[src/design/skht_ram.sv]
// Simple dual-port synchronous RAM, one write and one registered read port.
// Depends on nothing.
module skht_ram #(
    parameter int WIDTH = 8,
    parameter int AW    = 6
) (
    input  logic             i_clk,
    input  logic             i_we,
    input  logic [AW-1:0]    i_waddr,
    input  logic [WIDTH-1:0] i_wdata,
    input  logic [AW-1:0]    i_raddr,
    output logic [WIDTH-1:0] o_rdata
);

    logic [WIDTH-1:0] r_mem [1 << AW];
    logic [WIDTH-1:0] r_rdata;

    always_ff @(posedge i_clk) begin
        if (i_we) begin
            r_mem[i_waddr] <= i_wdata;
        end
        r_rdata <= r_mem[i_raddr];
    end

    assign o_rdata = r_rdata;

endmodule

[config.mk]
export PLATFORM = sky130hd
export DESIGN_NAME = skht_ram
export DESIGN_NICKNAME = d
export VERILOG_FILES = /design/src/design/skht_ram.sv
export SDC_FILE = /design/constraint.sdc
export NUM_CORES = 1
export LEC_CHECK = 0
export BUFFER_PORTS_ARGS = -buffer_cell sky130_fd_sc_hd__buf_2
export CAP_MARGIN = 20
export CORE_MARGIN = 10
export CORE_UTILIZATION = 60
export DETAILED_ROUTE_END_ITERATION = 10
export PLACE_DENSITY = 0.76
export SYNTH_ARGS = -nofsm -noshare
export SYNTH_HDL_FRONTEND = slang
export SYNTH_SLANG_ARGS = --single-unit
[constraint.sdc]
create_clock -name i_clk -period 2 [get_ports i_clk]
set_input_delay 0 -clock i_clk [delete_from_list [all_inputs] [get_ports i_clk]]
set_output_delay 0 -clock i_clk [all_outputs]
set_load 0.005 [all_outputs]
==> flow_summary.json, run 1 <==
{
  "status": "complete, no violations",
  "syn-cell-area_sq_mm": 0.0202,
  "critPathKind": "reg2reg",
  "layout_commonest_cell": "edfxtp_1",
  "arrival_ns": 2.39,
  "synth_top_cell_by_area": "edfxtp_1",
  "hold_path_depth": 3,
  "initial_core_util_pct": 60.4,
  "reg2reg_to": "o_rdata[6]",
  "peakVddDrop_mv": 0.778,
  "fmax_mhz": 509,
  "wl_met1_mm": 16.9,
  "globalplace.congestion": 0.864,
  "synth_compound_area_share_pct": 2.07,
  "met2_length_mm": 22.1,
  "slew_violations": 0,
  "synthCells": 940,
  "die_y_um": 203,
  "grt_max_degree": 65,
  "reg2regPathDepth": 5,
  "synth.distinct_cells": 40,
  "timing.hold.ws_ns": 0.0323,
  "finClkSkew_ns": 0.0159,
  "r2r_start": "r_mem[24][6]",
  "synth_simple_gate_area_share_pct": 3.39,
  "grt_usage_pct": 21.4,
  "insertedDiodeCount": 0,
  "fillers": 2025,
  "p_per_area_mw_per_mm2": 949,
  "muxShareOfSynthArea_pct": 15.9,
  "syn-num-nets": 962,
  "synth_top_family_by_area": "multiplexers",
  "min_to": "r_mem[51][7]",
  "critPathCaptureType": "register",
  "synth_top_area_share_pct": 76.2,
  "cp.required_ns": 2.42,
  "vias": 10100,
  "finalHoldViolCount": 0,
  "cts_buffers": 50,
  "overflow": 0,
  "ios": 30,
  "max-cap-violations": 0,
  "wirelength_mm": 43.7,
  "top_layer": "met5",
  "clock_path_buffers": 3,
  "ant_nets": 0,
  "wl_per_cell_um": 27.5,
  "grt_antenna_before_repair": 3,
  "post-route-drc-count": 0,
  "coreArea_sq_mm": 0.0334,
  "portBuffers": 29,
  "start_kind": "register",
  "finalSetupTns_ns": 0,
  "setup_viol": 0,
  "routed_via_density": 6.35,
  "hold_path_class": "in2reg",
  "fp.dieArea_sq_mm": 0.0413,
  "synth_xor_xnor_area_share_pct": 0,
  "worst_pin_slew_ns": 0.689,
  "ys_seq_area_share_pct": 77.0,
  "max_slew_margin_pct": 54.1,
  "cts_tree": "built",
  "synthTopCellsByArea": "edfxtp_1 76%, mux4_2 14%, nor2_1 1.5%, mux2i_1 1.1%, dfxtp_1 0.79%",
  "rows": 67,
  "final_util_pct": 70.0,
  "crit_fanout": 1,
  "cts-root-buf": "clkbuf_16",
  "grt_pass1_vias": 10300,
  "synth_edf_count": 512,
  "finalCriticalPeriod_ns": 1.96,
  "final-instance-count-excl-fill": 1590,
  "syn_avg_cell_area_sq_um": 21.5,
  "area_growth_pct": 15.8,
  "dpl.cell_count": 1496,
  "cts.sinks": 520,
  "grt_pass1_wl_mm": 65.9,
  "htreeDepth": 2,
  "r2r_slack_ns": 0.04,
  "synth_ff_type": "edfxtp_1",
  "p_leak_nw": 7.59,
  "synth-seq-cells": 520,
  "drt_iter0_drc": 1196,
  "drt_first_pass_iters": 5,
  "drive_gt1_share_pct": 32.1,
  "path_clk_slew_ns": 0.06,
  "rsz0062_at_grt": "no",
  "yosys.area_share.adder_pct": 0,
  "clock_latency_ns": 0.56,
  "yosysWarnings": 0,
  "fin_crit_sh_pct": 98.2,
  "place_hpwl_mm": 27.8,
  "wl_met3_mm": 3.60,
  "layout.nets": 1128,
  "final_cell_mix": "512 x edfxtp_1, 126 x mux4_2, 118 x buf_4, 83 x nor2_1, 51 x clkbuf_16",
  "die_x_um": 203,
  "ys_async_sr_fraction_pct": 0,
  "worstHoldStart": "i_waddr[1]"
}
[stage by stage]
stage / power (mW) / instance area (sq um) / worst slack [ns]
after floorplan: 13.0 / 20200 / 0.308
after global placement: 13.5 / 21700 / -0.0532
after detailed placement: 13.5 / 21700 / -0.126
after CTS: 22.3 / 23300 / 0.0176
after global routing: 22.8 / 23300 / 0.0126
final: 22.1 / 23300 / 0.0361
[final cells by class]
type / count / area (sq um) / share of cell area (%)
timing repair buffer: 165 / 1380 / 5.91
multi-input combinational: 369 / 4340 / 18.6
clock inverter: 13 / 121 / 0.520
clock buffer: 75 / 1410 / 6.02
sequential: 520 / 15500 / 66.5
tap: 448 / 561 / 2.40
[kinds of logic (layout without fill, tap and decap cells)]
| kind of cell | after synthesis | in the layout |
|---|---|---|
| flip-flops | 520 | 520 |
| multiplexers | 162 | 162 |
| AND/OR/NAND/NOR | 153 | 153 |
| AO/OA/AOI/OAI | 54 | 54 |
| buffers and inverters | 51 | 253 |
[critical path, stage by stage (launching register included)]
cell and delay (ns):
edfxtp_1 0.39, mux4_2 0.46, mux2_2 0.28, o221a_2 0.31
nor3_4 0.26, o32ai_1 0.13
[registers in the layout (all words and copies together) (netlist names)]
register  flops
o_rdata       8
r_mem       512
[timing repair]
action                                  in CTS  in global routing
gates resized for setup                      3                  4
endpoints found under the hold margin      109                  8
endpoints found under the setup margin       3                  4
gates cloned                                 0                  0
hold buffers                                 4                  1
setup buffers                                0                  0
[Yosys cell counts, drive strengths merged, types with 8 or more instances]
cell	instances
nand2	19
buf	34
edfxtp	512
nand3	13
o22ai	8
mux2	13
nor2	83
o221ai	8
clkbuf	17
dfxtp	8
mux4	126
mux2i	23
nor2b	14
[power breakdown]
group / leakage [nW] / switching, mW / internal [mW] / total, mW
Combinational: 2.17 / 0.692 / 0.518 / 1.21
Clock: 0.744 / 3.74 / 5.10 / 8.83
Sequential: 4.67 / 0.0415 / 12.1 / 12.1
[metal layers]
metal / track usage [%] / vias up
li1: - / 4248
met1: 29.1 / 5284
met2: 34.8 / 489
met3: 4.08 / 77
met4: 6.42 / 6
met5: 0 / -
[worst max path at each step]
stage / from / depth (start not counted) / slack (ns) / end
floorplan: r_mem[29][4] / 5 / 0.31 / o_rdata[4]
global placement: i_raddr[0] / 7 / -0.05 / o_rdata[4]
detailed placement: i_raddr[0] / 7 / -0.13 / o_rdata[6]
CTS: r_mem[24][6] / 5 / 0.02 / o_rdata[6]
global route: r_mem[29][4] / 5 / 0.01 / o_rdata[4]
finish: r_mem[24][6] / 5 / 0.04 / o_rdata[6]
(Power assumes the default switching activity.)
==> inputs of run 2 (changes only) <==
--- a/config.mk
+++ b/config.mk
@@ -8,9 +8,8 @@
 export BUFFER_PORTS_ARGS = -buffer_cell sky130_fd_sc_hd__buf_2
 export CAP_MARGIN = 20
 export CORE_MARGIN = 10
-export CORE_UTILIZATION = 60
+export CORE_UTILIZATION = 43
 export DETAILED_ROUTE_END_ITERATION = 10
-export PLACE_DENSITY = 0.76
 export SYNTH_ARGS = -nofsm -noshare
 export SYNTH_HDL_FRONTEND = slang
 export SYNTH_SLANG_ARGS = --single-unit
==> run 2 against run 1 <==
Register-to-register slack got worse by 0.02 ns. Total power rose by 1.7%. Worst setup slack got worse by 0.020 ns. Cell count rose by 10%. Sequential share of layout area fell by 0.95 points.
==> flow_summary.json, run 2 (synthesis results as in run 1) <==
{
  "cp.required_ns": 2.44,
  "wirelength_mm": 45.1,
  "dpl.cell_count": 1653,
  "finalCriticalPeriod_ns": 1.98,
  "initial_core_util_pct": 43.4,
  "routed_via_density": 5.61,
  "crit_fanout": 1,
  "drive_gt1_share_pct": 32.5,
  "final_cell_area_sq_mm": 0.0237,
  "final_util_pct": 51.0,
  "final-instance-count-excl-fill": 1756,
  "max_slew_margin_pct": 51.6,
  "largest_reg_flops": 512,
  "path_cells": "mux4_2, mux2_2, o221a_2, nor3_4, o32ai_1",
  "status": "complete, no violations",
  "overflow": 0,
  "layout_commonest_cell": "edfxtp_1",
  "final_cell_mix": "512 x edfxtp_1, 126 x mux4_2, 113 x buf_4, 81 x nor2_1, 53 x clkbuf_16",
  "p_per_area_mw_per_mm2": 951,
  "insertedDiodeCount": 0,
  "arrival_ns": 2.42,
  "portBuffers": 29,
  "coreArea_sq_mm": 0.0465,
  "grt_antenna_before_repair": 2,
  "max-cap-violations": 0,
  "post-route-drc-count": 0,
  "path_clk_slew_ns": 0.06,
  "cts_buffers": 52,
  "cts-root-buf": "clkbuf_16",
  "hold_path_class": "in2reg",
  "ant_nets": 0,
  "vias": 9850,
  "timing.hold.ws_ns": 0.0163,
  "place_hpwl_mm": 29.4,
  "fp.dieArea_sq_mm": 0.0560,
  "worst_pin_slew_ns": 0.721,
  "finalHoldViolCount": 0,
  "grt_pass1_wl_mm": 67.7,
  "cts.sinks": 520,
  "placed_area_sq_mm": 0.0219,
  "layout.nets": 1132,
  "clock_latency_ns": 0.59,
  "ios": 30,
  "globalplace.congestion": 0.810,
  "r2r_slack_ns": 0.02,
  "rows": 79,
  "slew_violations": 0,
  "critPathCaptureType": "register",
  "grt_pass1_vias": 10100,
  "critPathKind": "reg2reg",
  "top_register": "r_mem",
  "drt_iter0_drc": 926,
  "wl_per_cell_um": 25.7,
  "area_growth_pct": 17.4,
  "rsz0062_at_grt": "yes",
  "setup_viol": 0,
  "die_y_um": 237,
  "start_kind": "register",
  "clock_path_buffers": 3,
  "finClkSkew_ns": 0.0175,
  "fin_crit_sh_pct": 99.2,
  "slowest_stage": "mux4_2",
  "die_x_um": 237,
  "grt_usage_pct": 16.1,
  "p_leak_nw": 7.63,
  "peakVddDrop_mv": 0.777,
  "htreeDepth": 2,
  "grt_max_degree": 43,
  "fmax_mhz": 504,
  "cts_tree": "built",
  "postCtsSetupBuffers": 0,
  "drt_first_pass_iters": 5,
  "cpPeakStageDelay_ns": 0.47
}
## run 2: metrics by stage
step | power, mW | setup WS [ns] | TNS [ns]
after floorplan | 13.0 | 0.308 | 0
after global placement | 13.5 | -0.288 | -1.30
after detailed placement | 13.6 | -0.326 | -1.38
after CTS | 22.7 | 0.00528 | 0
after global routing | 23.3 | -0.0182 | -0.0339
final | 22.5 | 0.0162 | 0
## run 2: layout make-up
cell class              count  area, sq um
fillers                  3713        22800
flip-flops and latches    520        15500
multi-input cells         369         4360
clock buffers              72         1440
repair buffers            167         1430
well taps                 607          759
clock inverters            21          159
## run 2: critical path, delay by kind of cell, from the launching register on
kind,cells,cell delay [ns]
AND/OR/NAND/NOR,1,0.28
flip-flops,1,0.37
multiplexers,2,0.75
AO/OA/AOI/OAI,2,0.44
## run 2: repair_timing
item,in CTS,in global routing
resized for setup,7,2
pin swaps,0,2
endpoints found under the hold margin,178,0
setup endpoints to repair,4,5
hold buffers,10,0
## run 2: path summary, 6_finish.rpt
kind                                    from      endpoint  depth (start not counted)
worst min-delay path              i_wdata[5]  r_mem[31][5]                          1
worst max register to register  r_mem[16][4]    o_rdata[4]                          5
worst min register to register  r_mem[23][1]    o_rdata[1]                          4
worst max-delay path            r_mem[16][4]    o_rdata[4]                          5
## run 2: where the power goes
part,total [mW],switching (mW),internal [mW]
Clock,9.18,3.92,5.26
Sequential,12.1,0.0372,12.1
Combinational,1.25,0.713,0.535
## run 2: routing by layer
metal | wire length [um] | global-route usage, % | vias up
li1 | - | - | 4268
met1 | 20100 | 22.6 | 5203
met2 | 20900 | 24.6 | 310
met3 | 3200 | 3.97 | 65
met4 | 953 | 4.34 | 4
met5 | 20 | 0 | -
==> inputs of run 3 (changes only) <==
--- a/config.mk
+++ b/config.mk
@@ -5,11 +5,12 @@
 export SDC_FILE = /design/constraint.sdc
 export NUM_CORES = 1
 export LEC_CHECK = 0
-export BUFFER_PORTS_ARGS = -buffer_cell sky130_fd_sc_hd__buf_2
 export CAP_MARGIN = 20
 export CORE_MARGIN = 10
 export CORE_UTILIZATION = 43
+export CTS_CLUSTER_SIZE = 25
 export DETAILED_ROUTE_END_ITERATION = 10
+export DONT_BUFFER_PORTS = 1
 export SYNTH_ARGS = -nofsm -noshare
 export SYNTH_HDL_FRONTEND = slang
 export SYNTH_SLANG_ARGS = --single-unit
==> run 3 against run 2 <==
Worst hold slack got worse by 0.47 ns. Global-route usage up 0.11 points. Die area stayed put. Register-to-register slack got worse by 0.04 ns. Utilization decreased by 0.67 points. Non-clock buffer count fell by 59. Via count decreased by 1.6%. Final area is 1.3% lower. First-iteration DRC count grew 2.4%. Combinational power shrank 25%. The flow now finishes with violations (hold timing, setup timing). Clock-buffer cell count is 12 lower. Sequential share of layout area rose by 0.87 points.
==> flow_summary.json, run 3 (synthesis results as in run 1) <==
{
  "worst_slack_ns": -0.0188,
  "dpl.cell_count": 1578,
  "arrival_ns": 2.46,
  "rows": 79,
  "setup_viol": 1,
  "portBuffers": 0,
  "fin_crit_sh_pct": 101,
  "htreeDepth": 2,
  "postCtsSetupBuffers": 0,
  "globalplace.congestion": 0.815,
  "wirelength_mm": 45.3,
  "place_hpwl_mm": 25.7,
  "drive_gt1_share_pct": 28.3,
  "overflow": 0,
  "fp.dieArea_sq_mm": 0.0560,
  "die_x_um": 237,
  "hold_buffers": 26,
  "routed_via_density": 5.71,
  "post-route-drc-count": 0,
  "path_clk_slew_ns": 0.06,
  "cts.sinks": 520,
  "path_delay_family": "multiplexers",
  "p_total_mw": 22.6,
  "cp-startpoint": "r_mem[29][4]",
  "status": "complete, but fails checks",
  "fmax_mhz": 495,
  "drt_first_pass_iters": 5,
  "final_cell_mix": "512 x edfxtp_1, 126 x mux4_2, 83 x nor2_1, 82 x buf_4, 53 x clkbuf_16",
  "ant_nets": 0,
  "finalCriticalPeriod_ns": 2.02,
  "finClkSkew_ns": 0.00933,
  "clock_latency_ns": 0.58,
  "critPathKind": "reg2reg",
  "vias": 9691,
  "grt_usage_pct": 16.2,
  "grt_pass1_wl_mm": 67.6,
  "grt_pass1_vias": 9931,
  "largest_reg_flops": 512,
  "max-cap-violations": 0,
  "r2r_start": "r_mem[29][4]",
  "ios": 30,
  "hold_path_class": "in2reg",
  "crit_fanout": 1,
  "initial_core_util_pct": 43.4,
  "clock_path_buffers": 3,
  "start_kind": "register",
  "max_slew_margin_pct": 62.0,
  "rsz0062_at_grt": "yes",
  "wl_per_cell_um": 26.7,
  "area_growth_pct": 15.9,
  "p_leak_nw": 7.38,
  "grt_antenna_before_repair": 0,
  "finalHoldViolCount": 8,
  "slowest_stage": "mux4_2",
  "fillers": 3721,
  "drt_iter0_drc": 948,
  "final-instance-count-excl-fill": 1697,
  "layout.nets": 1073,
  "path_buf_inv": 0,
  "critPathCaptureType": "register",
  "worst_pin_slew_ns": 0.565,
  "slew_violations": 0,
  "grt_max_degree": 138,
  "top_register": "r_mem",
  "die_y_um": 237,
  "p_per_area_mw_per_mm2": 968,
  "cts_buffers": 52,
  "cts-root-buf": "clkbuf_16",
  "cp.required_ns": 2.44,
  "worstHoldStart": "i_raddr[5]",
  "insertedDiodeCount": 0,
  "layout_commonest_cell": "edfxtp_1",
  "violations": "hold timing, setup timing",
  "path_cells": "mux4_2, mux2_4, o221a_4, nor3_4, o32ai_4",
  "peakVddDrop_mv": 0.785,
  "timing.hold.ws_ns": -0.453,
  "coreArea_sq_mm": 0.0465,
  "cts_tree": "built",
  "cpPeakStageDelay_ns": 0.49
}
-- run 3: metal layers --
metal / up-vias / GRT usage [%] / part of all wire (%)
li1: 4146 / - / -
met1: 5158 / 22.6 / 44
met2: 320 / 24.7 / 47
met3: 67 / 4.18 / 7.6
met4: 0 / 4.42 / 2.0
met5: - / 0 / 0
-- run 3: repair_timing --
item	in CTS	in global routing
pin swaps	0	2
endpoints found under the setup margin	3	3
endpoints found under the hold margin	640	8
resized for setup	5	5
-- run 3: stage by stage --
step / area, sq um / utilization, % / worst slack, ns / hold WS [ns] / setup TNS [ns]
floorplan: 20200 / - / 0.308 / 0.0989 / 0
global placement: 21200 / 45.7 / -0.219 / 0.107 / -0.352
detailed placement: 21200 / 45.7 / -0.221 / 0.106 / -0.424
CTS: 23300 / 50.2 / 0.00654 / -0.495 / 0
global route: 23400 / 50.3 / -0.0241 / -0.482 / -0.0296
finish: 23400 / 50.3 / -0.0188 / -0.453 / -0.0188
-- run 3: area by class of cell --
cell class / count / area, sq um / area share (%)
clock buffer: 60 / 1350 / 5.79
clock inverter: 33 / 318 / 1.36
multi-input combinational: 369 / 4380 / 18.7
sequential: 520 / 15500 / 66.5
tap: 607 / 759 / 3.25
timing repair buffer: 108 / 1030 / 4.39
-- run 3: worst paths after layout --
path,cells after the start,endpoint,slack (ns)
worst max-delay path,5,o_rdata[4],-0.02
worst min-delay path,1,o_rdata[3],-0.45
worst max register to register,5,o_rdata[4],-0.02
worst min register to register,3,o_rdata[6],0.87
-- run 3: power breakdown --
group	leakage (nW)	total (mW)	switching (mW)	internal [mW]
Clock	0.796	9.58	3.98	5.60
Combinational	1.91	0.940	0.481	0.459
Sequential	4.67	12.1	0.0486	12.1
Total	7.38	22.6	4.51	18.1
